File: src/assert_macros.svh
// Assertion macros shared by the calendar time stepper RTL.
// No dependencies; the including module must have clk and rst in scope.
`ifndef ASSERT_MACROS_SVH
`define ASSERT_MACROS_SVH

// Checks that a condition holds at every clock edge outside reset.
`define ASSERT_ALWAYS(label, cond, msg) \
  label: assert property (@(posedge clk) disable iff (rst) (cond)) else $error(msg);

// Checks that a trigger is always followed by the condition in the next cycle.
`define ASSERT_NEXT(label, trig, cond, msg) \
  label: assert property (@(posedge clk) disable iff (rst) (trig) |=> (cond)) else $error(msg);

`endif

File: src/cts_pkg.sv
// Package for the calendar time stepper: request, command and result types and constants.
// No dependencies; used by the front, back and top modules of the block.
package cts_pkg;

  typedef enum logic [2:0] {
    OP_NONE   = 3'd0,
    OP_YEAR   = 3'd1,
    OP_MONTH  = 3'd2,
    OP_DAY    = 3'd3,
    OP_HOUR   = 3'd4,
    OP_MINUTE = 3'd5,
    OP_SECOND = 3'd6,
    OP_LOAD   = 3'd7
  } op_t;

  localparam int YEAR_MAX     = 9999;
  localparam int YEAR_RESET   = 2000;
  localparam int LEAP_CYCLE   = 400;
  localparam int CS_PER_MIN   = 6000;
  localparam int CS_PER_SEC   = 100;
  localparam int MIN_PER_HOUR = 60;
  localparam int HOUR_PER_DAY = 24;

  typedef struct packed {
    logic [2:0]  operation;
    logic        backward;
    logic [13:0] load_year;
    logic [3:0]  load_month;
    logic [4:0]  load_day;
    logic [4:0]  load_hour;
    logic [5:0]  load_minute;
    logic [12:0] load_centisecond;
  } request_t;

  typedef struct packed {
    logic [13:0] cur_year;
    logic [3:0]  cur_month;
    logic [4:0]  cur_day;
    logic [4:0]  cur_hour;
    logic [5:0]  cur_minute;
    logic [12:0] cur_centisecond;
    logic        out_of_range;
  } result_t;

  // One-hot selection of the unit that a step request moves.
  typedef struct packed {
    logic year;
    logic month;
    logic day;
    logic hour;
    logic minute;
    logic second;
  } unit_t;

  // Classified request as it travels from the front to the back.
  typedef struct packed {
    unit_t       unit;
    logic        backward;
    logic        load;
    logic        load_refused;
    logic [8:0]  load_year_mod400;
    logic [13:0] load_year;
    logic [3:0]  load_month;
    logic [4:0]  load_day;
    logic [4:0]  load_hour;
    logic [5:0]  load_minute;
    logic [12:0] load_centisecond;
  } cmd_t;

endpackage

File: src/cts_queue.sv
// Small register-based first-in first-out queue used between the stages of the block.
// Depends on nothing; width and depth come from parameters (depth of at least two).
module cts_queue #(
  parameter int WIDTH = 8,
  parameter int DEPTH = 2
) (
  input  logic             clk,
  input  logic             rst,
  input  logic             push,
  input  logic [WIDTH-1:0] wdata,
  output logic             full,
  input  logic             pop,
  output logic [WIDTH-1:0] rdata,
  output logic             empty
);

  localparam int PTR_W = $clog2(DEPTH);
  localparam int CNT_W = $clog2(DEPTH + 1);

  logic [WIDTH-1:0] mem [DEPTH];
  logic [PTR_W-1:0] wr_ptr;
  logic [PTR_W-1:0] rd_ptr;
  logic [CNT_W-1:0] count;
  logic             do_push;
  logic             do_pop;

  assign full    = (count == CNT_W'(DEPTH));
  assign empty   = (count == '0);
  assign do_push = push && !full;
  assign do_pop  = pop && !empty;
  assign rdata   = mem[rd_ptr];

  always_ff @(posedge clk) begin
    if (rst) begin
      wr_ptr <= '0;
      rd_ptr <= '0;
      count  <= '0;
    end else begin
      if (do_push) begin
        wr_ptr <= (wr_ptr == PTR_W'(DEPTH - 1)) ? '0 : wr_ptr + 1'b1;
      end
      if (do_pop) begin
        rd_ptr <= (rd_ptr == PTR_W'(DEPTH - 1)) ? '0 : rd_ptr + 1'b1;
      end
      if (do_push && !do_pop) begin
        count <= count + 1'b1;
      end else if (do_pop && !do_push) begin
        count <= count - 1'b1;
      end
    end
  end

  always_ff @(posedge clk) begin
    if (do_push) begin
      mem[wr_ptr] <= wdata;
    end
  end

endmodule

File: src/cts_front.sv
// Front stage of the calendar time stepper: decodes requests into commands for the back stage.
// Depends on cts_pkg; feeds the command queue.
module cts_front import cts_pkg::*; (
  input  logic     push,
  output logic     full,
  input  request_t request,
  output logic     cmd_push,
  output cmd_t     cmd,
  input  logic     cmd_full
);

  // Year mod 400 is split as 16 * (year / 16 mod 25) + year mod 16.
  // The mod 25 uses a reciprocal multiply that is exact below 1024.
  localparam int RECIP_25 = 1311;
  localparam int RECIP_SH = 15;

  logic [9:0]  year_hi;
  logic [20:0] prod;
  logic [5:0]  quot;
  logic [10:0] quot_x25;
  logic [4:0]  rem25;
  op_t         op;

  assign full     = cmd_full;
  assign cmd_push = push && !cmd_full;
  assign op       = op_t'(request.operation);

  always_comb begin
    year_hi  = request.load_year[13:4];
    prod     = 21'(year_hi) * 21'(RECIP_25);
    quot     = prod[RECIP_SH +: 6];
    quot_x25 = 11'(quot) * 11'd25;
    rem25    = 5'(11'(year_hi) - quot_x25);

    cmd                  = '0;
    cmd.backward         = request.backward;
    cmd.load_year_mod400 = {rem25, request.load_year[3:0]};
    cmd.load_year        = request.load_year;
    cmd.load_month       = request.load_month;
    cmd.load_day         = request.load_day;
    cmd.load_hour        = request.load_hour;
    cmd.load_minute      = request.load_minute;
    cmd.load_centisecond = request.load_centisecond;
    case (op)
      OP_NONE:   cmd.unit = '0;
      OP_YEAR:   cmd.unit.year = 1'b1;
      OP_MONTH:  cmd.unit.month = 1'b1;
      OP_DAY:    cmd.unit.day = 1'b1;
      OP_HOUR:   cmd.unit.hour = 1'b1;
      OP_MINUTE: cmd.unit.minute = 1'b1;
      OP_SECOND: cmd.unit.second = 1'b1;
      OP_LOAD: begin
        cmd.load         = 1'b1;
        cmd.load_refused = (request.load_year > 14'(YEAR_MAX));
      end
      default:   cmd.unit = '0;
    endcase
  end

endmodule

File: src/cts_back.sv
// Back stage of the calendar time stepper: holds the date and time and executes commands.
// Depends on cts_pkg; reads the command queue and writes the result queue.
module cts_back import cts_pkg::*; (
  input  logic    clk,
  input  logic    rst,
  input  logic    cmd_empty,
  input  cmd_t    cmd,
  output logic    cmd_pop,
  input  logic    res_full,
  output logic    res_push,
  output result_t res
);

  logic [13:0] year;
  logic [3:0]  month;
  logic [5:0]  day;
  logic [4:0]  hour;
  logic [5:0]  minute;
  logic [12:0] centisecond;
  logic [8:0]  year_mod400;

  logic [13:0] year_next;
  logic [3:0]  month_next;
  logic [5:0]  day_next;
  logic [4:0]  hour_next;
  logic [5:0]  minute_next;
  logic [12:0] centisecond_next;
  logic [8:0]  year_mod400_next;

  logic signed [15:0] ye;
  logic signed [5:0]  mo;
  logic signed [7:0]  da;
  logic signed [6:0]  ho;
  logic signed [7:0]  mi;
  logic signed [14:0] cs;
  logic signed [7:0]  feb;
  logic [8:0]         mod_step;
  logic               leap;
  logic               year_up;
  logic               year_down;
  logic               refused;
  logic               fire;

  function automatic logic [8:0] mod400_inc(input logic [8:0] v);
    return (v == 9'(LEAP_CYCLE - 1)) ? 9'd0 : v + 9'd1;
  endfunction

  function automatic logic [8:0] mod400_dec(input logic [8:0] v);
    return (v == 9'd0) ? 9'(LEAP_CYCLE - 1) : v - 9'd1;
  endfunction

  assign fire     = !cmd_empty && !res_full;
  assign cmd_pop  = fire;
  assign res_push = fire;

  always_comb begin
    ye        = $signed({2'b00, year});
    mo        = $signed({2'b00, month});
    da        = $signed({2'b00, day});
    ho        = $signed({2'b00, hour});
    mi        = $signed({2'b00, minute});
    cs        = $signed({2'b00, centisecond});
    mod_step  = year_mod400;
    year_up   = 1'b0;
    year_down = 1'b0;

    // Apply the requested step.
    if (cmd.unit.year) begin
      ye       = cmd.backward ? ye - 16'sd1 : ye + 16'sd1;
      mod_step = cmd.backward ? mod400_dec(year_mod400) : mod400_inc(year_mod400);
    end
    if (cmd.unit.month) begin
      mo = cmd.backward ? mo - 6'sd1 : mo + 6'sd1;
    end
    if (cmd.unit.day) begin
      da = cmd.backward ? da - 8'sd1 : da + 8'sd1;
    end
    if (cmd.unit.hour) begin
      ho = cmd.backward ? ho - 7'sd1 : ho + 7'sd1;
    end
    if (cmd.unit.minute) begin
      mi = cmd.backward ? mi - 8'sd1 : mi + 8'sd1;
    end
    if (cmd.unit.second) begin
      cs = cmd.backward ? cs - 15'(CS_PER_SEC) : cs + 15'(CS_PER_SEC);
    end

    // One carry or borrow pass through the time of day.
    if (cs >= 15'(CS_PER_MIN)) begin
      cs = cs - 15'(CS_PER_MIN);
      mi = mi + 8'sd1;
    end else if (cs < 15'sd0) begin
      cs = cs + 15'(CS_PER_MIN);
      mi = mi - 8'sd1;
    end
    if (mi >= 8'(MIN_PER_HOUR)) begin
      mi = mi - 8'(MIN_PER_HOUR);
      ho = ho + 7'sd1;
    end else if (mi < 8'sd0) begin
      mi = mi + 8'(MIN_PER_HOUR);
      ho = ho - 7'sd1;
    end
    if (ho >= 7'(HOUR_PER_DAY)) begin
      ho = ho - 7'(HOUR_PER_DAY);
      da = da + 8'sd1;
    end else if (ho < 7'sd0) begin
      ho = ho + 7'(HOUR_PER_DAY);
      da = da - 8'sd1;
    end

    // February length from the year after the step, before the month carry.
    leap = (mod_step[1:0] == 2'b00) && !(mod_step inside {9'd100, 9'd200, 9'd300});
    feb  = leap ? 8'sd29 : 8'sd28;

    // The day is corrected once, against the month it currently holds.
    if (mo == 6'sd2) begin
      if (da >= feb + 8'sd1) begin
        da = da - feb;
        mo = mo + 6'sd1;
      end else if (da <= 8'sd0) begin
        da = da + 8'sd31;
        mo = mo - 6'sd1;
      end
    end else if (mo inside {6'sd4, 6'sd6, 6'sd9, 6'sd11}) begin
      if (da >= 8'sd31) begin
        da = da - 8'sd30;
        mo = mo + 6'sd1;
      end else if (da <= 8'sd0) begin
        da = da + 8'sd31;
        mo = mo - 6'sd1;
      end
    end else begin
      if (da >= 8'sd32) begin
        da = da - 8'sd31;
        mo = mo + 6'sd1;
      end else if (da <= 8'sd0) begin
        if (mo inside {6'sd1, 6'sd8}) begin
          da = da + 8'sd31;
        end else if (mo == 6'sd3) begin
          da = da + feb;
        end else begin
          da = da + 8'sd30;
        end
        mo = mo - 6'sd1;
      end
    end

    if (mo >= 6'sd13) begin
      mo      = mo - 6'sd12;
      ye      = ye + 16'sd1;
      year_up = 1'b1;
    end else if (mo <= 6'sd0) begin
      mo        = mo + 6'sd12;
      ye        = ye - 16'sd1;
      year_down = 1'b1;
    end

    // Select the new state and whether the command is refused.
    year_next        = year;
    month_next       = month;
    day_next         = day;
    hour_next        = hour;
    minute_next      = minute;
    centisecond_next = centisecond;
    year_mod400_next = year_mod400;
    if (cmd.load) begin
      refused = cmd.load_refused;
      if (!refused) begin
        year_next        = cmd.load_year;
        month_next       = cmd.load_month;
        day_next         = {1'b0, cmd.load_day};
        hour_next        = cmd.load_hour;
        minute_next      = cmd.load_minute;
        centisecond_next = cmd.load_centisecond;
        year_mod400_next = cmd.load_year_mod400;
      end
    end else begin
      refused = (ye < 16'sd0) || (ye > 16'(YEAR_MAX));
      if (!refused) begin
        year_next        = ye[13:0];
        month_next       = mo[3:0];
        day_next         = da[5:0];
        hour_next        = ho[4:0];
        minute_next      = mi[5:0];
        centisecond_next = cs[12:0];
        if (year_up) begin
          year_mod400_next = mod400_inc(mod_step);
        end else if (year_down) begin
          year_mod400_next = mod400_dec(mod_step);
        end else begin
          year_mod400_next = mod_step;
        end
      end
    end

    res.cur_year        = year_next;
    res.cur_month       = month_next;
    res.cur_day         = day_next[4:0];
    res.cur_hour        = hour_next;
    res.cur_minute      = minute_next;
    res.cur_centisecond = centisecond_next;
    res.out_of_range    = refused;
  end

  always_ff @(posedge clk) begin
    if (rst) begin
      year        <= 14'(YEAR_RESET);
      month       <= 4'd1;
      day         <= 6'd1;
      hour        <= '0;
      minute      <= '0;
      centisecond <= '0;
      year_mod400 <= 9'(YEAR_RESET % LEAP_CYCLE);
    end else if (fire) begin
      year        <= year_next;
      month       <= month_next;
      day         <= day_next;
      hour        <= hour_next;
      minute      <= minute_next;
      centisecond <= centisecond_next;
      year_mod400 <= year_mod400_next;
    end
  end

endmodule

File: src/calendar_time_stepper_top.sv
// Top level of the calendar time stepper: front decode, command queue, back stage, result queue.
// Depends on cts_pkg, cts_queue, cts_front, cts_back and assert_macros.svh.
//
// The block keeps a Gregorian date and time (year, month, day, hour, minute and
// hundredths of a second). Requests enter like a queue write: a request is taken
// at a clock edge where push is high and full is low. Each request loads a time,
// steps one unit forward or back, or does nothing but run the carry pass. Every
// request produces exactly one result: the time held after it, plus out_of_range
// when the request was refused because the year would leave 0 to 9999.
// Results leave like a queue read: while empty is low the oldest result is on
// the result port, and it is taken at an edge where pop is high.
// A taken request is registered in the command queue; the back stage executes
// it once the result queue has room, and its result waits in the result queue
// for the result port. Throughput is one request per cycle while the result
// queue has room, set by the back stage updating the held date and time per command.
// When the receiver stalls, the result queue fills, then the command queue,
// and only then does full rise; requests are never lost or repeated.
// Reset (synchronous, active high) empties both queues and sets the time to
// January 1st of the year 2000, midnight.
`include "assert_macros.svh"

module calendar_time_stepper_top import cts_pkg::*; #(
  parameter int CMD_DEPTH = 2,
  parameter int RES_DEPTH = 2
) (
  input  logic     clk,
  input  logic     rst,
  input  logic     push,
  output logic     full,
  input  request_t request,
  output logic     empty,
  input  logic     pop,
  output result_t  result
);

  cmd_t    front_cmd;
  logic    front_push;
  logic    cmd_full;
  cmd_t    back_cmd;
  logic    cmd_empty;
  logic    cmd_pop;
  result_t back_res;
  logic    res_push;
  logic    res_full;

  // The front decodes each request into a command with a unit select (one-hot for a step, else zero),
  // the load refusal check and the loaded year modulo 400 for the leap rule.
  cts_front u_front (
    .push     (push),
    .full     (full),
    .request  (request),
    .cmd_push (front_push),
    .cmd      (front_cmd),
    .cmd_full (cmd_full)
  );

  // The command queue lets the front keep taking requests while the back waits
  // for room in the result queue.
  cts_queue #(
    .WIDTH ($bits(cmd_t)),
    .DEPTH (CMD_DEPTH)
  ) u_cmd_queue (
    .clk   (clk),
    .rst   (rst),
    .push  (front_push),
    .wdata (front_cmd),
    .full  (cmd_full),
    .pop   (cmd_pop),
    .rdata (back_cmd),
    .empty (cmd_empty)
  );

  // The back holds the date and time and executes one command per cycle while the result queue has room.
  cts_back u_back (
    .clk       (clk),
    .rst       (rst),
    .cmd_empty (cmd_empty),
    .cmd       (back_cmd),
    .cmd_pop   (cmd_pop),
    .res_full  (res_full),
    .res_push  (res_push),
    .res       (back_res)
  );

  // The result queue holds finished results until the receiver pops them.
  cts_queue #(
    .WIDTH ($bits(result_t)),
    .DEPTH (RES_DEPTH)
  ) u_res_queue (
    .clk   (clk),
    .rst   (rst),
    .push  (res_push),
    .wdata (back_res),
    .full  (res_full),
    .pop   (pop),
    .rdata (result),
    .empty (empty)
  );

  // The back stage must never write a result into a full result queue.
  `ASSERT_ALWAYS(a_res_no_overflow, !(res_push && res_full), "result queue overflow")
  // A shown result always carries a year inside the calendar range.
  `ASSERT_ALWAYS(a_year_in_range, empty || (result.cur_year <= 14'(YEAR_MAX)), "year out of range")
  // A request taken at the input is waiting in the command queue in the next cycle.
  `ASSERT_NEXT(a_cmd_lands, push && !full, !cmd_empty, "accepted request lost")
  // A command executed by the back stage shows up as a waiting result.
  `ASSERT_NEXT(a_res_lands, res_push, !empty, "executed command gave no result")

endmodule
File: config.mk
export PLATFORM = sky130hd
export DESIGN_NAME = calendar_time_stepper_top
export DESIGN_NICKNAME = d
export VERILOG_FILES = /design/src/cts_pkg.sv /design/src/cts_queue.sv /design/src/cts_front.sv /design/src/cts_back.sv /design/src/calendar_time_stepper_top.sv
export VERILOG_INCLUDE_DIRS = /design/src /design/src/src
export SDC_FILE = /design/constraint.sdc
export NUM_CORES = 1
export LEC_CHECK = 0
export BUFFER_PORTS_ARGS = -buffer_cell sky130_fd_sc_hd__buf_2
export CAP_MARGIN = 20
export CORE_UTILIZATION = 30
export DETAILED_ROUTE_END_ITERATION = 10
export PLACE_DENSITY = 0.55
export SYNTH_ARGS = -nofsm -noshare
export SYNTH_HDL_FRONTEND = slang
export SYNTH_SLANG_ARGS = --single-unit
File: constraint.sdc
create_clock -name clk -period 11 [get_ports clk]
set_clock_uncertainty 0.2 [all_clocks]
set_input_delay 1.1 -clock clk [delete_from_list [all_inputs] [get_ports clk]]
set_output_delay 1.1 -clock clk [all_outputs]
set_load 0.005 [all_outputs]
# After elaboration in Yosys (flattened, before gate mapping)
# Memory sizes are Yosys's and may differ from the RTL's. A register that Yosys moved wholly into a read port is not among the register bits.
# Index checks and enable logic that the tools add are counted.
# word_totals
n_memories,2
input_bits,55
out_inout_bits,50
mem_bits_rw,226
regBits,65
# memory_table
memory,depth,word_bits,rd,rd_ports_with_merged_regs,write_ports,line,text
u_cmd_queue.mem,2,65,1,1,1,cts_queue.sv:20,logic [WIDTH-1:0] mem [DEPTH];
u_res_queue.mem,2,48,1,1,1,cts_queue.sv:20,
# op_classes
mul,2
order_cmp,15
addsub,50
reduce_logical,32
muxes,100
n_eq_ne,24
# ops
op,n
6-bit two-way mux,25
9-bit two-way mux,11
13-bit two-way mux,5
16-bit two-way mux,4
8-bit two-way mux,8
14-bit two-way mux,3
15-bit two-way mux,2
7-bit two-way mux,4
"9-bit == test, second input constant",3
5-bit two-way mux,5
"8-bit by 2-bit adder with 8-bit output, second input constant",3
"6-bit by 3-bit == test with 1-bit output, second input constant",4
1-bit two-way mux,23
"10-bit by 11-bit multiplier with 21-bit output, second input constant",1
4-bit two-way mux,5
"9-bit by 1-bit adder with 9-bit output, second input constant",2
"6-bit by 4-bit == test with 1-bit output, second input constant",3
9-bit logical NOT,2
"9-bit by 1-bit subtractor with 9-bit output, second input constant",2
"16-bit by 2-bit adder with 16-bit output, second input constant",1
"8-bit by 7-bit greater-or-equal comparator with 1-bit output, second input constant",2
"16-bit by 15-bit > comparator with 1-bit output, second input constant",1
"16-bit by 1-bit less-than comparator with 1-bit output, second input constant",1
"16-bit by 2-bit subtractor with 16-bit output, second input constant",1
60 further kinds,102

# Longest topological paths before layout
# Gate-level depths: netlist of the first run.
# depth
word_depth,24
depth_mapped,51
ltp_nobuf,46

# Hierarchy
# From an unflattened synthesis of the first run, not the netlist that was laid out.
# hier_totals
hier_cells,2100
hier_area_um2,21020.2
# by_module_without_submodules
module,n_inst,seq_area_each_um2,area_each_um2,cells_per_inst
cts_back,1,1141.1,9783.1,1416
cts_queue at u_cmd_queue,1,4003.8,4901.0,227
cts_queue at u_res_queue,1,2982.9,3681.0,174
cts_front,1,0.0,2655.0,283

# Worst setup path before layout of the first run
# Ideal clock, no wire load.
# synth_path
path_kind,flip-flop to flip-flop
from,reg with a tool-made name
to,mem u_res_queue.mem[0][33] (netlist name) (data pin)
arrival_ps,9159
n_path_buf,3
path_slack_ps,1381
stages_incl_launch_ff,46
required_ps,10540
path_cell_list,dfxtp_1 buf_6 mux2i_4 buf_4 nand2_1 a21oi_1 xor2_1 ha_1 and4_4 and2_1 a22o_1 nand2_1 nand2_1 xor2_1 inv_1 ha_1 inv_1 a211oi_4 (+10 left out) o221a_2 o21a_1 nor2_1 a32oi_1 xnor2_1 inv_1 ha_1 inv_1 nor3_1 o21bai_1 a21oi_1 or3_1 a221oi_2 o311ai_4 o211ai_4 nand2_2 buf_2 o221a_2
# synth_lines
item,line
end: declaration,cts_queue.sv:20

==> results of run 1 <==
registers in the layout (all words and copies together) (netlist names), named ones only:
signal              cells
u_back.centisecond     13
u_back.day              6
u_back.hour             5
u_back.minute           6
u_back.month            4
u_back.year            14
u_back.year_mod400      9
u_cmd_queue.count       2
u_cmd_queue.mem       122
u_cmd_queue.rd_ptr      1
u_cmd_queue.wr_ptr      1
u_res_queue.count       2
u_res_queue.mem        96
u_res_queue.rd_ptr      1
u_res_queue.wr_ptr      1
cells in the mapped netlist (25+ instances only):
cell type,number
a21oi_1,144
clkbuf_1,71
or3_1,35
inv_1,120
xnor2_1,88
nand4_1,25
and3_1,27
nor2_1,120
edfxtp_1,218
o221a_2,42
dfxtp_1,67
nor3_1,48
mux2i_1,65
nand2_1,191
mux2_2,60
ha_1,136
o21ai_0,105
nand3_1,62
xor2_1,36
cells by family after synthesis:
logic type / after synthesis / synth area share (%)
multiplexers: 130 / 6.85
adder cells (fa/ha/maj): 160 / 10.7
AND/OR/NAND/NOR: 603 / 14.5
buffers and inverters: 235 / 4.87
flip-flops: 285 / 38.5
XOR/XNOR: 124 / 5.30
AO/OA/AOI/OAI: 551 / 19.3
report_power, final:
part / switching (mW) / internal [mW] / total (mW) / leakage [nW]
sequential: 0.224 / 1.68 / 1.91 / 2.58
clock: 0.441 / 0.686 / 1.13 / 0.526
combinational: 3.18 / 1.92 / 5.10 / 5.70
worst max-delay path, delay by kind of cell, from the launching register on:
kind | cells | cell delay [ps]
flip-flops | 1 | 490
AO/OA/AOI/OAI | 17 | 4350
AND/OR/NAND/NOR | 9 | 2120
buffers and inverters | 3 | 720
adder cells (fa/ha/maj) | 3 | 630
XOR/XNOR | 2 | 550
multiplexers | 3 | 1050
path summary, 6_finish.rpt:
path                                                 startpoint                                 end
worst max-delay path                                   register  u_back.centisecond[3]$_SDFFE_PP0P_
worst min-delay path            u_res_queue.rd_ptr$_SDFFE_PP0P_                            register
worst max register to register                         register  u_back.centisecond[3]$_SDFFE_PP0P_
worst min register to register  u_res_queue.rd_ptr$_SDFFE_PP0P_                            register
cell type report:
type,count,area (um^2)
clock buffers,38,802
well taps,873,1090
fillers,6782,44100
inverters,123,464
multi-input cells,1569,11700
flip-flops and latches,285,7890
clock inverters,19,298
repair buffers,171,1050
layout by cell type (no fill, tap or decap), types with 42 or more instances in the layout:
cell and instances:
a21oi_1 142, buf_2 104, buf_4 65, dfxtp_1 65
edfxtp_1 218, ha_1 136, inv_1 120, mux2_2 60
mux2i_1 63, nand2_1 189, nand3_1 62, nor2_1 117
nor3_1 47, o21ai_0 103, o221a_2 42, xnor2_1 86
timing repair:
item	CTS	global route
gates resized for setup	0	19
endpoints found under the setup margin	0	144
buffers inserted	0	5
through the flow:
step | std cells | utilization [%] | total power [mW]
after floorplan | 2088 | - | 5.35
after global placement | 3015 | 32.8 | 6.84
after detailed placement | 3015 | 32.8 | 6.90
after CTS | 3072 | 34.4 | 8.05
after global routing | 3078 | 34.6 | 8.73
final | 3078 | 34.6 | 8.13
metal layers:
metal  up-vias  global-route usage (%)  routed length (um)
li1       8004                       -                   -
met3        65                    1.54                3690
met1      8319                    25.0               29300
met2       585                    27.7               28100
met5         -                       0                   0
met4         0                    4.20                1130
==> metrics.txt, run 1 <==
leading post-synthesis cells by cell area=edfxtp_1 32%, ha_1 8.3%, dfxtp_1 6.5%, xnor2_1 3.8%, a21oi_1 3.5%; # nets final=2396; n_diodes=0; Vias/cell=5.51; Pleak=8.80 nW; WL final=62200 um; core area=0.0674 mm^2; WP data required=11290 ps; antenna violations before repair=2; Mapped Avg Cell Area=9.81 um^2; DR pass1 iterations=7; vias post-DR=16973; RSZ-0062 raised after global routing=no; worst skew pair latency=590 ps; Die Y-Extent=263 um; IO Pins=105; Max-Cap Viols=0; worst r2r path cells=37; Tightest Hold Check Type=register to register; Tot GR Track Use=17.3%; slack of the critical path=744 ps; Top cell by count, worst path=ha_1; Top FF cell, synth=edfxtp_1; post-synth net total=2303; vias in the first global route=16272; crit share post-route=93.2%; DRC viols=0; CTS tree=yes; post-synth top area share=32.0%; CP peak stage delay=670 ps; FFs w/ async S/R, synth=0%; Critical Path Fanout Max=26; largest net degree at the start of global routing=62; first-pass GRT wire length=95600 um; Overflow after GRT=0; fmax=97.5 MHz; Die Wd=263 um; WP data arrival=10540 ps; cell row count=95; critical path class=register to register; area leader, netlist=edfxtp_1; Crit. End Element=register; final number of setup-violating endpoints=0; fin crit period=10260 ps; DP HPWL=45300 um; I/O Buffers=104; R2R Setup Slk=740 ps; global placer's final weighted congestion=0.898; Worst path slowest cell=a222oi_1; Post-synth EDFFs=218; library cells used by synthesis=119; Synth warnings=0; Post-DRT Antenna Nets=0; status=finished, final reports clean; post-route cell area=0.0233 mm^2; Power Dens Cells=349 mW/mm^2; Routed WL per cell=20.2 um; final hold vios=0; clk slew on worst S/H paths=70 ps; initial core utilization=30.4%; Synth Register Bits=285; Hold WS=309 ps; Num CTS Buffers=31; Layout area overhead=13.9%; VDD IR max=175 uV; CTS Sinks=285; Max-slew headroom=24.9%; Mapped Area=0.0205 mm^2; H-tree levels=1; Slew @ Worst Pin=1120 ps; cts hold-fix bufs=0; Longest Clk Path Bufs=3; cell count after synthesis=2088; Hold Path Stages=2; fraction of layout cells with a size suffix above 1=18.0%; sequential fraction of the synthesis area=38.5%; die area=0.0693 mm^2; Root Driver=clkbuf_16; DP Area=0.0221 mm^2; setup TNS=0 ps; pre-CTS setup slack=99.7 ps; critical path startpoint category=register; Max Transition Viols Final=0; Iter 0 DRT Violations=1342
(Power assumes the default switching activity.)
==> run 2, diff against run 1 <==
--- a/config.mk
+++ b/config.mk
@@ -6,8 +6,10 @@
 export SDC_FILE = /design/constraint.sdc
 export NUM_CORES = 1
 export LEC_CHECK = 0
+export ABC_AREA = 1
 export BUFFER_PORTS_ARGS = -buffer_cell sky130_fd_sc_hd__buf_2
 export CAP_MARGIN = 20
+export CORE_MARGIN = 2
 export CORE_UTILIZATION = 30
 export DETAILED_ROUTE_END_ITERATION = 10
 export PLACE_DENSITY = 0.55
==> run 2 against run 1 <==
  * Flip-flop and latch count unchanged
  * First-iteration DRC count up 7.5%
  * Highest routed layer unchanged
  * Critical endpoint is now u_res_queue.mem[0][31]$_DFFE_PP_
  * Synthesized area up 8.0%
  * Critical path type unchanged
  * Setup slack better by 790 ps
==> metrics.txt, run 2 <==
status=finished, final reports clean; H-tree levels=2; DP HPWL=45300 um; Max Transition Viols Final=0; Hold Crit Endpoint=u_cmd_queue.rd_ptr$_SDFFE_PP0P_; Worst path slowest cell=nand2_4; FFs w/ async S/R, synth=0%; worst skew pair latency=560 ps; WP data arrival=9520 ps; Post-DRT Antenna Nets=0; vias post-DR=18319; Crit. End Element=register; largest net degree at the start of global routing=60; fraction of layout cells with a size suffix above 1=15.2%; WP buf/inv=11; antenna violations before repair=3; cts hold-fix bufs=0; global placer's final weighted congestion=0.927; Max-slew headroom=22.4%; Iter 0 DRT Violations=1443; worst r2r path cells=61; Tightest Hold Check Type=register to register; top-count cell post-synth=nand2_1; vias in the first global route=17404; critical path class=register to register; DR pass1 iterations=5; Top cell by count, worst path=nand2_1; Worst Hold Launch=u_cmd_queue.rd_ptr$_SDFFE_PP0P_; core area=0.0730 mm^2; post-CTS sizing=0; Max-Cap Viols=0; initial core utilization=30.3%; Root Driver=clkbuf_16; worst r2r dst=u_res_queue.mem[0][31]$_DFFE_PP_; Critical Path Fanout Max=45; R2R Setup Slk=1540 ps; cell count after synthesis=2719; die area=0.0759 mm^2; fmax=106 MHz; most frequent cells in the layout=626 x nand2_1, 352 x inv_1, 228 x nand3_1; IO Pins=105; largest register by flop count=u_cmd_queue.mem; Tot GR Track Use=16.4%; post-synth top area share=29.6%; Num CTS Buffers=35; post-synth net total=2934; final number of setup-violating endpoints=0; biggest registers after layout=u_cmd_queue.mem: 122 flops, u_res_queue.mem: 96 flops, u_back.year: 14 flops; sequential fraction of the synthesis area=35.7%; DP Area=0.0233 mm^2; setup TNS=0 ps; Synth top cells by count=627 x nand2_1, 354 x inv_1, 229 x nand3_1; library cells used by synthesis=70; DRC viols=0; Die Y-Extent=276 um; Routed WL per cell=16.6 um; Synth Register Bits=285; leading post-synthesis cells by cell area=edfxtp_1 30%, nand2_1 11%, ha_1 7.7%, dfxtp_1 6.1%, inv_1 6.0%; post-CTS setup buffers=0; CTS Sinks=285; WL final=62500 um; Longest Clk Path Bufs=3; CTS tree=yes; I/O Buffers=104; Vias/cell=4.85; number of flip-flops in the largest register=122; RSZ-0062 raised after global routing=no; Top FF cell, synth=edfxtp_1; Mapped Area=0.0221 mm^2; Synth warnings=0; post-route cell area=0.0244 mm^2; commonest non-fill, non-tap cell in the layout=nand2_1; fin crit period=9460 ps; critical path depth in cells=61; Slew @ Worst Pin=1150 ps; cell row count=99; n_diodes=0; area leader, netlist=edfxtp_1; CP peak stage delay=390 ps; Layout area overhead=10.4%; clk slew on worst S/H paths=60 ps; # nets final=3003; Worst path top cell family by delay=simple AND/OR/NAND/NOR gates; WP data required=11060 ps; final hold vios=0; Die Wd=276 um; Mapped Avg Cell Area=8.14 um^2; first-pass GRT wire length=98300 um; critical path startpoint category=register; crit share post-route=86.0%; Overflow after GRT=0; Hold Path Stages=1; Post-synth EDFFs=218
[run 2: cell types whose count changed in the layout (fill, tap and decap cells not counted), moves of 48 or more]
cell and delta:
nand2_2 +79, xor2_1 +70, inv_1 +232, nand3_1 +166, mux2i_1 -63, nand2_1 +437, xnor2_1 -64, nor2_1 +48
[run 2: how the worst max path moves through the flow]
stage | from | end
after floorplan | u_back.centisecond[3]$_SDFFE_PP0P_ | u_res_queue.mem[0][19]$_DFFE_PP_
after global placement | register | u_res_queue.mem[0][26]$_DFFE_PP_
after detailed placement | register | u_res_queue.mem[1][26]$_DFFE_PP_
after CTS | register | u_res_queue.mem[1][26]$_DFFE_PP_
after global routing | register | u_res_queue.mem[0][26]$_DFFE_PP_
final | register | u_res_queue.mem[0][31]$_DFFE_PP_
[run 2: cell families (layout without fill, tap and decap cells)]
kind of cell	after synthesis	in the layout	share of synthesized area, %
simple gates	1267	1267	26.7
buf+inv	472	568	10.2
compound gates	358	358	9.94
flops	285	285	35.7
fa+ha+maj	160	160	9.86
xor+xnor	129	129	5.18
mux	48	48	2.44
[run 2: through the flow]
| step | util (%) | setup WS (ps) | hold WS (ps) | instances |
|---|---|---|---|---|
| floorplan | - | 3280 | 225 | 2719 |
| global placement | 31.9 | 1780 | 241 | 3710 |
| detailed placement | 31.9 | 1640 | 244 | 3710 |
| CTS | 33.5 | 1540 | 251 | 3774 |
| global route | 33.5 | 526 | 298 | 3774 |
| finish | 33.5 | 1540 | 249 | 3774 |
[run 2: layer usage]
layer	vias to the layer above	track usage (%)	part of all wire (%)
li1	9184	-	-
met1	8561	23.7	48
met2	497	25.6	44
met3	77	2.32	5.8
met4	0	4.03	2.0
met5	-	0	0
[run 2: final cells by class]
cell class,instances,area (um^2)
clock buffer,47,951
timing repair buffer,128,701
multi-input combinational,1962,12000
tap,959,1200
inverter,376,1420
sequential,285,7890
clock inverter,17,224
fill,7637,48500
Power of run 2 is left out: the tool's default activity adds up to more than one toggle a clock period on the data nets, which glitch-free logic cannot reach.
